File: config.mk
export PLATFORM = sky130hd
export DESIGN_NAME = obstacle_avoid_drive_controller_unit_flat
export DESIGN_NICKNAME = d
export VERILOG_FILES = /design/src/rtl/core/oadc_pkg.sv /design/src/rtl/core/oadc_if.sv /design/src/rtl/core/oadc_regs.sv /design/src/rtl/core/oadc_core.sv /design/src/rtl/core/oadc_out.sv /design/src/rtl/core/obstacle_avoid_drive_controller_unit.sv /design/src/flat_wrapper.sv
export SDC_FILE = /design/constraint.sdc
export NUM_CORES = 1
export LEC_CHECK = 0
export BUFFER_PORTS_ARGS = -buffer_cell sky130_fd_sc_hd__buf_2
export CORE_MARGIN = 5
export CORE_UTILIZATION = 30
export CTS_CLUSTER_SIZE = 10
export DETAILED_ROUTE_END_ITERATION = 10
export SETUP_SLACK_MARGIN = 0.2
export SYNTH_ARGS = -nofsm -noshare
export SYNTH_HDL_FRONTEND = slang
export SYNTH_SLANG_ARGS = --single-unit
File: constraint.sdc
create_clock -name clk -period 10.4 [get_ports clk]
set_input_delay 1.56 -clock clk [delete_from_list [all_inputs] [get_ports clk]]
set_output_delay 1.56 -clock clk [all_outputs]
set_load 0.02 [all_outputs]
File: src/rtl/core/oadc_pkg.sv
// shared types and constants of the obstacle avoid drive controller
package oadc_pkg;

  localparam int ADDR_W  = 5;
  localparam int DATA_W  = 32;
  localparam int SPEED_W = 11;
  localparam int RAW_W   = 10;
  localparam int MAG_W   = 9;
  localparam int PCT_W   = 7;
  localparam int PROD_W  = 16;

  localparam logic [7:0] FULL_SPEED     = 8'd255;
  localparam logic [7:0] BRAKE_DISTANCE = 8'd200;
  localparam logic [7:0] TURN_DIST_FULL = 8'd255;

  localparam logic [7:0] SQUELCH_LEVEL_RST    = 8'd5;
  localparam logic [7:0] TURN_DISTANCE_RST    = 8'd25;
  localparam logic [6:0] MIN_SPEED_PCT_RST    = 7'd25;
  localparam logic       WALL_ENABLE_RST      = 1'b0;
  localparam logic [7:0] WALL_ENTER_LEVEL_RST = 8'd80;
  localparam logic [7:0] WALL_NEAR_LEVEL_RST  = 8'd20;
  localparam logic [7:0] WALL_TRIM_RST        = 8'd40;
  localparam logic [5:0] START_OFFSET_RST     = 6'd10;

  typedef enum logic [1:0] {
    MODE_STOP  = 2'd0,
    MODE_AVOID = 2'd1,
    MODE_WALL  = 2'd2
  } mode_t;

  typedef enum logic [2:0] {
    REG_SQUELCH_LEVEL    = 3'd0,
    REG_TURN_DISTANCE    = 3'd1,
    REG_MIN_SPEED_PCT    = 3'd2,
    REG_WALL_ENABLE      = 3'd3,
    REG_WALL_ENTER_LEVEL = 3'd4,
    REG_WALL_NEAR_LEVEL  = 3'd5,
    REG_WALL_TRIM        = 3'd6,
    REG_START_OFFSET     = 3'd7
  } reg_idx_t;

  typedef struct packed {
    logic [7:0] squelch_level;
    logic [7:0] turn_distance;
    logic [6:0] min_speed_pct;
    logic       wall_enable;
    logic [7:0] wall_enter_level;
    logic [7:0] wall_near_level;
    logic [7:0] wall_trim;
    logic       offset_load;
    logic [5:0] offset_value;
  } cfg_t;

  typedef struct packed {
    logic       start_pressed;
    logic [7:0] front_distance;
    logic [7:0] ir_front_left;
    logic [7:0] ir_front_right;
    logic [7:0] ir_back_left;
  } sample_t;

  typedef struct packed {
    logic [PROD_W-1:0] left_prod;
    logic [PROD_W-1:0] right_prod;
    logic              left_cw;
    logic              right_cw;
    logic              aux_led;
    mode_t             mode_now;
  } stage_t;

endpackage

File: src/rtl/core/oadc_if.sv
// valid/ready channels for sensor words and drive words
interface oadc_sensor_if;
  logic       valid;
  logic       ready;
  logic       start_pressed;
  logic [7:0] front_distance;
  logic [7:0] ir_front_left;
  logic [7:0] ir_front_right;
  logic [7:0] ir_back_left;

  modport source (
    output valid, start_pressed, front_distance, ir_front_left, ir_front_right,
           ir_back_left,
    input  ready
  );
  modport sink (
    input  valid, start_pressed, front_distance, ir_front_left, ir_front_right,
           ir_back_left,
    output ready
  );
endinterface

interface oadc_drive_if;
  logic                         valid;
  logic                         ready;
  logic [oadc_pkg::SPEED_W-1:0] left_speed;
  logic [oadc_pkg::SPEED_W-1:0] right_speed;
  logic                         left_cw;
  logic                         right_cw;
  logic                         aux_led;
  logic [1:0]                   mode_now;

  modport source (
    output valid, left_speed, right_speed, left_cw, right_cw, aux_led, mode_now,
    input  ready
  );
  modport sink (
    input  valid, left_speed, right_speed, left_cw, right_cw, aux_led, mode_now,
    output ready
  );
endinterface

File: src/rtl/core/oadc_regs.sv
// configuration register file behind the apb port
module oadc_regs (
  input  logic                        clk,
  input  logic                        rst,
  input  logic                        psel,
  input  logic                        penable,
  input  logic                        pwrite,
  input  logic [oadc_pkg::ADDR_W-1:0] paddr,
  input  logic [oadc_pkg::DATA_W-1:0] pwdata,
  output logic [oadc_pkg::DATA_W-1:0] prdata,
  output oadc_pkg::cfg_t              cfg
);

  logic [7:0] squelch_level;
  logic [7:0] turn_distance;
  logic [6:0] min_speed_pct;
  logic       wall_enable;
  logic [7:0] wall_enter_level;
  logic [7:0] wall_near_level;
  logic [7:0] wall_trim;
  logic [5:0] start_offset;

  logic                 wr;
  oadc_pkg::reg_idx_t   idx;

  assign wr  = psel && penable && pwrite;
  assign idx = oadc_pkg::reg_idx_t'(paddr[oadc_pkg::ADDR_W-1:2]);

  always_ff @(posedge clk) begin
    if (rst) begin
      squelch_level    <= oadc_pkg::SQUELCH_LEVEL_RST;
      turn_distance    <= oadc_pkg::TURN_DISTANCE_RST;
      min_speed_pct    <= oadc_pkg::MIN_SPEED_PCT_RST;
      wall_enable      <= oadc_pkg::WALL_ENABLE_RST;
      wall_enter_level <= oadc_pkg::WALL_ENTER_LEVEL_RST;
      wall_near_level  <= oadc_pkg::WALL_NEAR_LEVEL_RST;
      wall_trim        <= oadc_pkg::WALL_TRIM_RST;
      start_offset     <= oadc_pkg::START_OFFSET_RST;
    end else if (wr) begin
      case (idx)
        oadc_pkg::REG_SQUELCH_LEVEL:    squelch_level    <= pwdata[7:0];
        oadc_pkg::REG_TURN_DISTANCE:    turn_distance    <= pwdata[7:0];
        oadc_pkg::REG_MIN_SPEED_PCT:    min_speed_pct    <= pwdata[6:0];
        oadc_pkg::REG_WALL_ENABLE:      wall_enable      <= pwdata[0];
        oadc_pkg::REG_WALL_ENTER_LEVEL: wall_enter_level <= pwdata[7:0];
        oadc_pkg::REG_WALL_NEAR_LEVEL:  wall_near_level  <= pwdata[7:0];
        oadc_pkg::REG_WALL_TRIM:        wall_trim        <= pwdata[7:0];
        oadc_pkg::REG_START_OFFSET:     start_offset     <= pwdata[5:0];
        default: ;
      endcase
    end
  end

  always_comb begin
    case (idx)
      oadc_pkg::REG_SQUELCH_LEVEL:    prdata = 32'(squelch_level);
      oadc_pkg::REG_TURN_DISTANCE:    prdata = 32'(turn_distance);
      oadc_pkg::REG_MIN_SPEED_PCT:    prdata = 32'(min_speed_pct);
      oadc_pkg::REG_WALL_ENABLE:      prdata = 32'(wall_enable);
      oadc_pkg::REG_WALL_ENTER_LEVEL: prdata = 32'(wall_enter_level);
      oadc_pkg::REG_WALL_NEAR_LEVEL:  prdata = 32'(wall_near_level);
      oadc_pkg::REG_WALL_TRIM:        prdata = 32'(wall_trim);
      oadc_pkg::REG_START_OFFSET:     prdata = 32'(start_offset);
      default:                        prdata = '0;
    endcase
  end

  always_comb begin
    cfg.squelch_level    = squelch_level;
    cfg.turn_distance    = turn_distance;
    cfg.min_speed_pct    = min_speed_pct;
    cfg.wall_enable      = wall_enable;
    cfg.wall_enter_level = wall_enter_level;
    cfg.wall_near_level  = wall_near_level;
    cfg.wall_trim        = wall_trim;
    // side offset reloads in the same edge as the register write
    cfg.offset_load      = wr && (idx == oadc_pkg::REG_START_OFFSET);
    cfg.offset_value     = pwdata[5:0];
  end

endmodule

File: src/rtl/core/oadc_core.sv
// input register, mode machine, raw speeds, percentage scaling and products
module oadc_core (
  input  logic             clk,
  input  logic             rst,
  input  oadc_pkg::cfg_t   cfg,
  oadc_sensor_if.sink      sensor,
  output oadc_pkg::stage_t s2,
  output logic             s2_valid,
  input  logic             s2_ready
);

  oadc_pkg::sample_t s1;
  logic              v1;
  logic              r1;
  logic              r2;
  logic              adv;

  oadc_pkg::mode_t   mode;
  oadc_pkg::mode_t   mode_eff;
  oadc_pkg::mode_t   mode_next;
  logic signed [7:0] side_offset;
  logic signed [7:0] side_offset_next;
  logic              left_dir;
  logic              left_dir_next;
  logic              right_dir;
  logic              right_dir_next;
  logic              led_held;
  logic              led_held_next;

  logic [7:0]                     fl;
  logic [7:0]                     fr;
  logic [7:0]                     bl;
  logic signed [oadc_pkg::RAW_W-1:0] raw_l;
  logic signed [oadc_pkg::RAW_W-1:0] raw_r;
  logic signed [oadc_pkg::RAW_W-1:0] off_ext;
  logic signed [oadc_pkg::RAW_W-1:0] trim_speed;
  logic [oadc_pkg::MAG_W-1:0]     mag_l;
  logic [oadc_pkg::MAG_W-1:0]     mag_r;
  logic [7:0]                     gap_dist;
  logic [oadc_pkg::PCT_W-1:0]     pct;
  oadc_pkg::stage_t               s2_next;

  function automatic logic [7:0] squelch(input logic [7:0] x, input logic [7:0] level);
    squelch = (x < level) ? 8'd0 : x;
  endfunction

  function automatic logic signed [oadc_pkg::RAW_W-1:0] RAW_W_EXT(
      input logic signed [7:0] v);
    RAW_W_EXT = {{(oadc_pkg::RAW_W-8){v[7]}}, v};
  endfunction

  assign r2           = !s2_valid || s2_ready;
  assign r1           = !v1 || r2;
  assign adv          = v1 && r2;
  assign sensor.ready = r1;

  always_ff @(posedge clk) begin
    if (rst) begin
      v1 <= 1'b0;
    end else if (r1) begin
      v1 <= sensor.valid;
    end
  end

  always_ff @(posedge clk) begin
    if (r1 && sensor.valid) begin
      s1.start_pressed  <= sensor.start_pressed;
      s1.front_distance <= sensor.front_distance;
      s1.ir_front_left  <= sensor.ir_front_left;
      s1.ir_front_right <= sensor.ir_front_right;
      s1.ir_back_left   <= sensor.ir_back_left;
    end
  end

  assign fl       = squelch(s1.ir_front_left, cfg.squelch_level);
  assign fr       = squelch(s1.ir_front_right, cfg.squelch_level);
  assign bl       = squelch(s1.ir_back_left, cfg.squelch_level);
  assign mode_eff = s1.start_pressed ? oadc_pkg::MODE_AVOID : mode;
  assign off_ext  = RAW_W_EXT(side_offset);
  assign trim_speed = $signed({2'b00, oadc_pkg::FULL_SPEED - cfg.wall_trim});

  // next mode and side offset
  always_comb begin
    mode_next        = mode_eff;
    side_offset_next = side_offset;
    case (mode_eff)
      oadc_pkg::MODE_AVOID: begin
        if (cfg.wall_enable && (bl > cfg.wall_enter_level)) begin
          mode_next = oadc_pkg::MODE_WALL;
        end
      end
      oadc_pkg::MODE_WALL: begin
        // wall lost: back to avoid and turn the other way
        if (fl == 8'd0) begin
          mode_next        = oadc_pkg::MODE_AVOID;
          side_offset_next = -side_offset;
        end
      end
      default: ;
    endcase
  end

  // raw speeds, directions and led for the current mode
  always_comb begin
    raw_l          = '0;
    raw_r          = '0;
    left_dir_next  = left_dir;
    right_dir_next = right_dir;
    led_held_next  = led_held;
    case (mode_eff)
      oadc_pkg::MODE_AVOID: begin
        led_held_next = 1'b0;
        if (fr < cfg.turn_distance) begin
          left_dir_next = 1'b0;
          raw_l         = $signed({2'b00, oadc_pkg::FULL_SPEED});
        end else begin
          left_dir_next = 1'b1;
          raw_l         = $signed({2'b00, fr});
        end
        if (fl < cfg.turn_distance) begin
          right_dir_next = 1'b1;
          raw_r          = $signed({2'b00, oadc_pkg::FULL_SPEED});
        end else begin
          right_dir_next = 1'b0;
          raw_r          = $signed({2'b00, fl});
        end
        if (side_offset > 8'sd0) begin
          raw_r = raw_r - off_ext;
        end else begin
          raw_l = raw_l - off_ext;
        end
      end
      oadc_pkg::MODE_WALL: begin
        led_held_next  = 1'b1;
        left_dir_next  = 1'b0;
        right_dir_next = 1'b1;
        if (fl < cfg.wall_near_level) begin
          raw_l = trim_speed;
          raw_r = $signed({2'b00, oadc_pkg::FULL_SPEED});
        end else begin
          raw_l = $signed({2'b00, oadc_pkg::FULL_SPEED});
          raw_r = trim_speed;
        end
      end
      default: ;
    endcase
  end

  always_comb begin
    mag_l = raw_l[oadc_pkg::RAW_W-1] ? '0 : raw_l[oadc_pkg::MAG_W-1:0];
    mag_r = raw_r[oadc_pkg::RAW_W-1] ? '0 : raw_r[oadc_pkg::MAG_W-1:0];
    // spinning on the spot gets the full turn distance
    if (left_dir_next && !right_dir_next) begin
      gap_dist = oadc_pkg::TURN_DIST_FULL;
    end else if (s1.front_distance < oadc_pkg::BRAKE_DISTANCE) begin
      gap_dist = oadc_pkg::BRAKE_DISTANCE - s1.front_distance;
    end else begin
      gap_dist = 8'd0;
    end
    // 100 * d / 200 is d / 2
    pct = gap_dist[7:1];
    if (pct < cfg.min_speed_pct) begin
      pct = cfg.min_speed_pct;
    end
    s2_next.left_prod  = oadc_pkg::PROD_W'(mag_l) * oadc_pkg::PROD_W'(pct);
    s2_next.right_prod = oadc_pkg::PROD_W'(mag_r) * oadc_pkg::PROD_W'(pct);
    s2_next.left_cw    = left_dir_next;
    s2_next.right_cw   = right_dir_next;
    s2_next.aux_led    = led_held_next;
    s2_next.mode_now   = mode_next;
  end

  always_ff @(posedge clk) begin
    if (rst) begin
      s2_valid <= 1'b0;
    end else if (r2) begin
      s2_valid <= v1;
    end
  end

  always_ff @(posedge clk) begin
    if (adv) begin
      s2 <= s2_next;
    end
  end

  always_ff @(posedge clk) begin
    if (rst) begin
      mode        <= oadc_pkg::MODE_STOP;
      side_offset <= $signed({2'b00, oadc_pkg::START_OFFSET_RST});
      left_dir    <= 1'b0;
      right_dir   <= 1'b0;
      led_held    <= 1'b0;
    end else begin
      if (cfg.offset_load) begin
        side_offset <= $signed({2'b00, cfg.offset_value});
      end else if (adv) begin
        side_offset <= side_offset_next;
      end
      if (adv) begin
        mode      <= mode_next;
        left_dir  <= left_dir_next;
        right_dir <= right_dir_next;
        led_held  <= led_held_next;
      end
    end
  end

`ifndef SYNTH
  a_s2_hold: assert property (@(posedge clk) disable iff (rst)
    s2_valid && !s2_ready |=> s2_valid && $stable(s2))
    else $error("stage two word changed while stalled");

  a_offset_range: assert property (@(posedge clk) disable iff (rst)
    (side_offset <= 8'sd63) && (side_offset >= -8'sd63))
    else $error("side offset out of range");

  a_wall_outputs: assert property (@(posedge clk) disable iff (rst)
    adv && (mode_eff == oadc_pkg::MODE_WALL) |=> led_held && !left_dir && right_dir)
    else $error("wall follow did not set led and directions");

  a_avoid_stays: assert property (@(posedge clk) disable iff (rst)
    adv && (mode_eff == oadc_pkg::MODE_AVOID) && !cfg.wall_enable
      |=> mode == oadc_pkg::MODE_AVOID)
    else $error("avoid mode left with wall follow disabled");
`endif

endmodule

File: src/rtl/core/oadc_out.sv
// divide by 25 through a reciprocal and hold the drive word
module oadc_out (
  input  logic             clk,
  input  logic             rst,
  input  oadc_pkg::stage_t s2,
  input  logic             s2_valid,
  output logic             s2_ready,
  oadc_drive_if.source     drive
);

  // 4 * raw * pct / 100 is (raw * pct) / 25
  localparam int unsigned SPEED_DIV = 25;
  localparam int unsigned DIV_SHIFT = 21;
  localparam int unsigned DIV_MUL   = (2**DIV_SHIFT + SPEED_DIV - 1) / SPEED_DIV;
  localparam int          Q_W       = oadc_pkg::PROD_W + 17;

  logic [Q_W-1:0]                left_q;
  logic [Q_W-1:0]                right_q;
  logic                          valid;
  logic [oadc_pkg::SPEED_W-1:0]  left_speed;
  logic [oadc_pkg::SPEED_W-1:0]  right_speed;
  logic                          left_cw;
  logic                          right_cw;
  logic                          aux_led;
  oadc_pkg::mode_t               mode_now;

  assign s2_ready = !valid || drive.ready;
  assign left_q   = Q_W'(s2.left_prod) * Q_W'(DIV_MUL);
  assign right_q  = Q_W'(s2.right_prod) * Q_W'(DIV_MUL);

  always_ff @(posedge clk) begin
    if (rst) begin
      valid <= 1'b0;
    end else if (s2_ready) begin
      valid <= s2_valid;
    end
  end

  always_ff @(posedge clk) begin
    if (s2_ready && s2_valid) begin
      left_speed  <= left_q[DIV_SHIFT +: oadc_pkg::SPEED_W];
      right_speed <= right_q[DIV_SHIFT +: oadc_pkg::SPEED_W];
      left_cw     <= s2.left_cw;
      right_cw    <= s2.right_cw;
      aux_led     <= s2.aux_led;
      mode_now    <= s2.mode_now;
    end
  end

  assign drive.valid       = valid;
  assign drive.left_speed  = left_speed;
  assign drive.right_speed = right_speed;
  assign drive.left_cw     = left_cw;
  assign drive.right_cw    = right_cw;
  assign drive.aux_led     = aux_led;
  assign drive.mode_now    = mode_now;

endmodule

File: src/rtl/core/obstacle_avoid_drive_controller_unit.sv
// top level of the obstacle avoid drive controller
// usage:
//   sensor carries one word of samples (start flag, front distance, three ir
//   proximities); drive returns one word per sample: two wheel speeds, wheel
//   directions, the aux led and the mode after the step.
//   the apb port holds eight registers at byte addresses 0, 4 .. 28; pready
//   is tied high and writes land on the access cycle. write registers only
//   while no word is in flight.
// timing:
//   three register stages (input, product, output), each word passing in
//   that order to drive. one word per cycle sustained while drive is ready;
//   the mode, side offset and direction state closes its loop from the
//   input register to the product register.
// reset:
//   registers go to their defaults, mode is stopped, side offset is plus the
//   default start offset, directions and led clear, pipeline empties.
// stall:
//   each stage holds while the next is full; with drive stalled up to three
//   words are held before sensor.ready drops.
module obstacle_avoid_drive_controller_unit (
  input  logic                        clk,
  input  logic                        rst,
  input  logic                        psel,
  input  logic                        penable,
  input  logic                        pwrite,
  input  logic [oadc_pkg::ADDR_W-1:0] paddr,
  input  logic [oadc_pkg::DATA_W-1:0] pwdata,
  output logic [oadc_pkg::DATA_W-1:0] prdata,
  output logic                        pready,
  oadc_sensor_if.sink                 sensor,
  oadc_drive_if.source                drive
);

  oadc_pkg::cfg_t   cfg;
  oadc_pkg::stage_t s2;
  logic             s2_valid;
  logic             s2_ready;

  assign pready = 1'b1;

  oadc_regs u_regs (
    .clk     (clk),
    .rst     (rst),
    .psel    (psel),
    .penable (penable),
    .pwrite  (pwrite),
    .paddr   (paddr),
    .pwdata  (pwdata),
    .prdata  (prdata),
    .cfg     (cfg)
  );

  oadc_core u_core (
    .clk      (clk),
    .rst      (rst),
    .cfg      (cfg),
    .sensor   (sensor),
    .s2       (s2),
    .s2_valid (s2_valid),
    .s2_ready (s2_ready)
  );

  oadc_out u_out (
    .clk      (clk),
    .rst      (rst),
    .s2       (s2),
    .s2_valid (s2_valid),
    .s2_ready (s2_ready),
    .drive    (drive)
  );

endmodule
File: src/flat_wrapper.sv
// flat-port wrapper written by rule: the top's interface ports become plain ports
module obstacle_avoid_drive_controller_unit_flat 
  (clk, rst, psel, penable, pwrite, paddr, pwdata, prdata, pready, sensor_valid, sensor_start_pressed, sensor_front_distance, sensor_ir_front_left, sensor_ir_front_right, sensor_ir_back_left, sensor_ready, drive_valid, drive_left_speed, drive_right_speed, drive_left_cw, drive_right_cw, drive_aux_led, drive_mode_now, drive_ready);
  oadc_sensor_if sensor_i ();
  oadc_drive_if drive_i ();
  input  logic clk;
  input  logic rst;
  input  logic psel;
  input  logic penable;
  input  logic pwrite;
  input  logic [oadc_pkg::ADDR_W-1:0] paddr;
  input  logic [oadc_pkg::DATA_W-1:0] pwdata;
  output logic [oadc_pkg::DATA_W-1:0] prdata;
  output logic pready;
  input wire logic [$bits(sensor_i.valid)-1:0] sensor_valid;
  input wire logic [$bits(sensor_i.start_pressed)-1:0] sensor_start_pressed;
  input wire logic [$bits(sensor_i.front_distance)-1:0] sensor_front_distance;
  input wire logic [$bits(sensor_i.ir_front_left)-1:0] sensor_ir_front_left;
  input wire logic [$bits(sensor_i.ir_front_right)-1:0] sensor_ir_front_right;
  input wire logic [$bits(sensor_i.ir_back_left)-1:0] sensor_ir_back_left;
  output wire logic [$bits(sensor_i.ready)-1:0] sensor_ready;
  output wire logic [$bits(drive_i.valid)-1:0] drive_valid;
  output wire logic [$bits(drive_i.left_speed)-1:0] drive_left_speed;
  output wire logic [$bits(drive_i.right_speed)-1:0] drive_right_speed;
  output wire logic [$bits(drive_i.left_cw)-1:0] drive_left_cw;
  output wire logic [$bits(drive_i.right_cw)-1:0] drive_right_cw;
  output wire logic [$bits(drive_i.aux_led)-1:0] drive_aux_led;
  output wire logic [$bits(drive_i.mode_now)-1:0] drive_mode_now;
  input wire logic [$bits(drive_i.ready)-1:0] drive_ready;
  assign sensor_i.valid = sensor_valid;
  assign sensor_i.start_pressed = sensor_start_pressed;
  assign sensor_i.front_distance = sensor_front_distance;
  assign sensor_i.ir_front_left = sensor_ir_front_left;
  assign sensor_i.ir_front_right = sensor_ir_front_right;
  assign sensor_i.ir_back_left = sensor_ir_back_left;
  assign sensor_ready = sensor_i.ready;
  assign drive_valid = drive_i.valid;
  assign drive_left_speed = drive_i.left_speed;
  assign drive_right_speed = drive_i.right_speed;
  assign drive_left_cw = drive_i.left_cw;
  assign drive_right_cw = drive_i.right_cw;
  assign drive_aux_led = drive_i.aux_led;
  assign drive_mode_now = drive_i.mode_now;
  assign drive_i.ready = drive_ready;
  obstacle_avoid_drive_controller_unit u_core (.clk(clk), .rst(rst), .psel(psel), .penable(penable), .pwrite(pwrite), .paddr(paddr), .pwdata(pwdata), .prdata(prdata), .pready(pready), .sensor(sensor_i), .drive(drive_i));
endmodule
==> results.tsv <==
stage	metric	value	unit
status	status	complete, no violations	
logic_synthesis	EDFF count, synth	97	
die	Initial Util	0.303	
logic_synthesis	Synth top cells by count	inv_1, ha_1, fa_1	
logic_synthesis	post-synth top area share	0.232	
clocking	Worst-path clk slew	70	ps
place	# port buffers	87	
drt	drt drc	0	
logic_synthesis	Yosys reg bits	167	
sta	RSZ-0062 raised after global routing	false	
setup_path	CP max stage cell	o2bb2ai_1	
drt	DR iter-0 viols	830	
logic_synthesis	Post-synth top flop	edfxtp_1	
logic_synthesis	Async SR Flop Fraction	0	
sta	Max-slew headroom	0.354	
place	HPWL after detailed placement	43.8	mm
clocking	H-tree level count	4	
sta	Fmax	0.104	GHz
die	I/O pins	139	
setup_path	WP data required	10610	ps
global_routing	Congestion Overflow GR	0	
drt	final wirelength	51.7	mm
global_routing	largest net degree at the start of global routing	55	
cells_and_area	ANT cells	0	
drt	WL/cell	15.1	um
logic_synthesis	Yosys warning count	0	
clocking	clk sink count	167	
logic_synthesis	Yosys cell types	81	
cells_and_area	Nets	3183	
cells_and_area	P&R area growth vs syn	9.93	%
sta	fin crit period	9600	ps
logic_synthesis	Seq/Total Area, Yosys	0.191	
flow_run	Max-Cap Viols	0	
drt	post-route ant nets	0	
global_routing	initial antenna violation count	0	
logic_synthesis	Synth Cell Area	22600	sq um
global_routing	first-pass GRT wire length	85.4	mm
logic_synthesis	Synth area leader	fa_1	
logic_synthesis	count leader, synth	inv_1	
setup_path	element type at the critical path end	flip-flop	
global_routing	vias in the first global route	16070	
setup_path	Arr. time, crit path	9810	ps
logic_synthesis	average size of a mapped cell	9.66	sq um
die	# rows	100	
logic_synthesis	Area contributors post-synth	fa_1, ha_1, edfxtp_1	
sta	Hold Vio Cnt, Final	0	
setup_path	CP peak stage delay	650	ps
die	Core Area	74600	sq um
sta	Setup Viol. Count Final	0	
clocking	maximum buffer depth of the clock tree	2	
clocking	Root Buffer	clkbuf_16	
cells_and_area	Final Non-Filler Cells	3418	
global_routing	gr usage total	0.131	
sta	worst-margin pin slew	968	ps
setup_path	maximum fanout along the worst path	14	
die	die area	80900	sq um
die	Die W	284	um
setup_path	crit start category	flip-flop	
worst_hold_path	Hold WC Path Type	reg -> reg	
place	gp weighted congestion	0.877	
clocking	clock latency on the worst-skew pair	490	ps
clocking	number of buffers created by CTS	17	
drt	drt pass-1 iters	5	
sta	Final Worst Setup Slack	801	ps
sta	final clock period utilization by the worst path	0.923	
sta	final setup TNS	0	ps
cells_and_area	layout cells sized above 1	0.0804	
logic_synthesis	Syn Inst Count	2337	
sta	clock skew	21.9	ps
drt	vias per inst	4.62	
setup_path	WS Path Type	reg -> reg	
place	Setup WS pre-CTS	332	ps
place	# placed instances	3379	
die	Die Y	284	um
clocking	TritonCTS clock tree	yes	
drt	via count	15796	
sta	fin. max-slew vios	0	
routing by layer:
metal  track usage  wire [um]  up-vias
li1              -          -     7863
met2         0.207      23200      319
met4        0.0384       1240        0
met5             0          0        -
met3        0.0204       2260       66
met1         0.186      25000     7548
sequential cells by signal, indices dropped and copies added (netlist names), 8 cells and up:
| name | cells |
|---|---|
| u_core.u_core.s2 | 37 |
| u_core.u_regs.wall_near_level | 8 |
| u_core.u_regs.wall_trim | 8 |
| u_core.u_regs.wall_enter_level | 8 |
| u_core.u_core.s1 | 33 |
| u_core.u_out.drive.right_speed | 11 |
| u_core.u_regs.turn_distance | 8 |
| u_core.u_regs.squelch_level | 8 |
| u_core.u_core.side_offset | 8 |
| u_core.u_out.drive.left_speed | 11 |
path summary, 6_finish.rpt:
| path | start | to | slack, ps | cells after the start |
|---|---|---|---|---|
| max | u_core.u_regs.squelch_level[5] | u_core.u_core.s2[35] | 800 | 42 |
| min reg2reg | u_core.u_core.s2[3] | u_core.u_out.drive.right_cw | 420 | 0 |
| max reg2reg | u_core.u_regs.squelch_level[5] | u_core.u_core.s2[35] | 800 | 42 |
| min | u_core.u_core.s2[3] | u_core.u_out.drive.right_cw | 420 | 0 |
cells in the final DEF (no fill, tap or decap), types with 34 or more instances in the layout:
master    instances
a21oi_1         100
buf_2            87
fa_1            262
o21ai_0          38
ha_1            408
inv_1           473
mux2i_1          48
xnor2_1          59
edfxtp_1         97
nand2b_1         43
dfxtp_1          70
nor2_1          176
nor2b_1          34
a21o_1           34
nand2_1         114
metrics by stage:
step                      utilization  instance area [sq um]  hold slack [ps]
after floorplan                     -                  22700              400
after global placement          0.324                  24200              405
after detailed placement        0.324                  24200              405
after CTS                       0.332                  24700              423
after global routing            0.333                  24800              428
final                           0.333                  24800              420
final cells by class:
type	count	area (sq um)
clock buffer	19	433
fill	7672	49700
timing repair buffer	118	668
sequential	167	4310
tap	969	1210
multi-input combinational	1658	16300
inverter	474	1780
clock inverter	13	111
logic make-up after synthesis:
logic type                 synth area share
other                              0.000333
and+or+nand+nor                       0.108
buffers and inverters                0.0945
AOI/OAI and AO/OA                    0.0975
muxes                                0.0233
DFF                                   0.191
xor gates and xnor gates             0.0271
adders and majority gates             0.458
repair_timing:
item / 4_1_cts / 5_1_grt
gates resized for setup: 0 / 11
endpoints found under the setup margin: 0 / 10
hold buffers: 0 / 0
buffers inserted: 0 / 7
worst max-delay path, delay by kind of cell, from the launching register on:
kind	cells	cell delay (ps)
mux	1	160
flops	1	380
xor+xnor	1	130
buf+inv	5	490
simple gates	11	1610
compound gates	16	3750
fa+ha+maj	8	2800
Power is not shown: default switching activity piles up to over one toggle a cycle in this logic, so the estimate is an artifact.
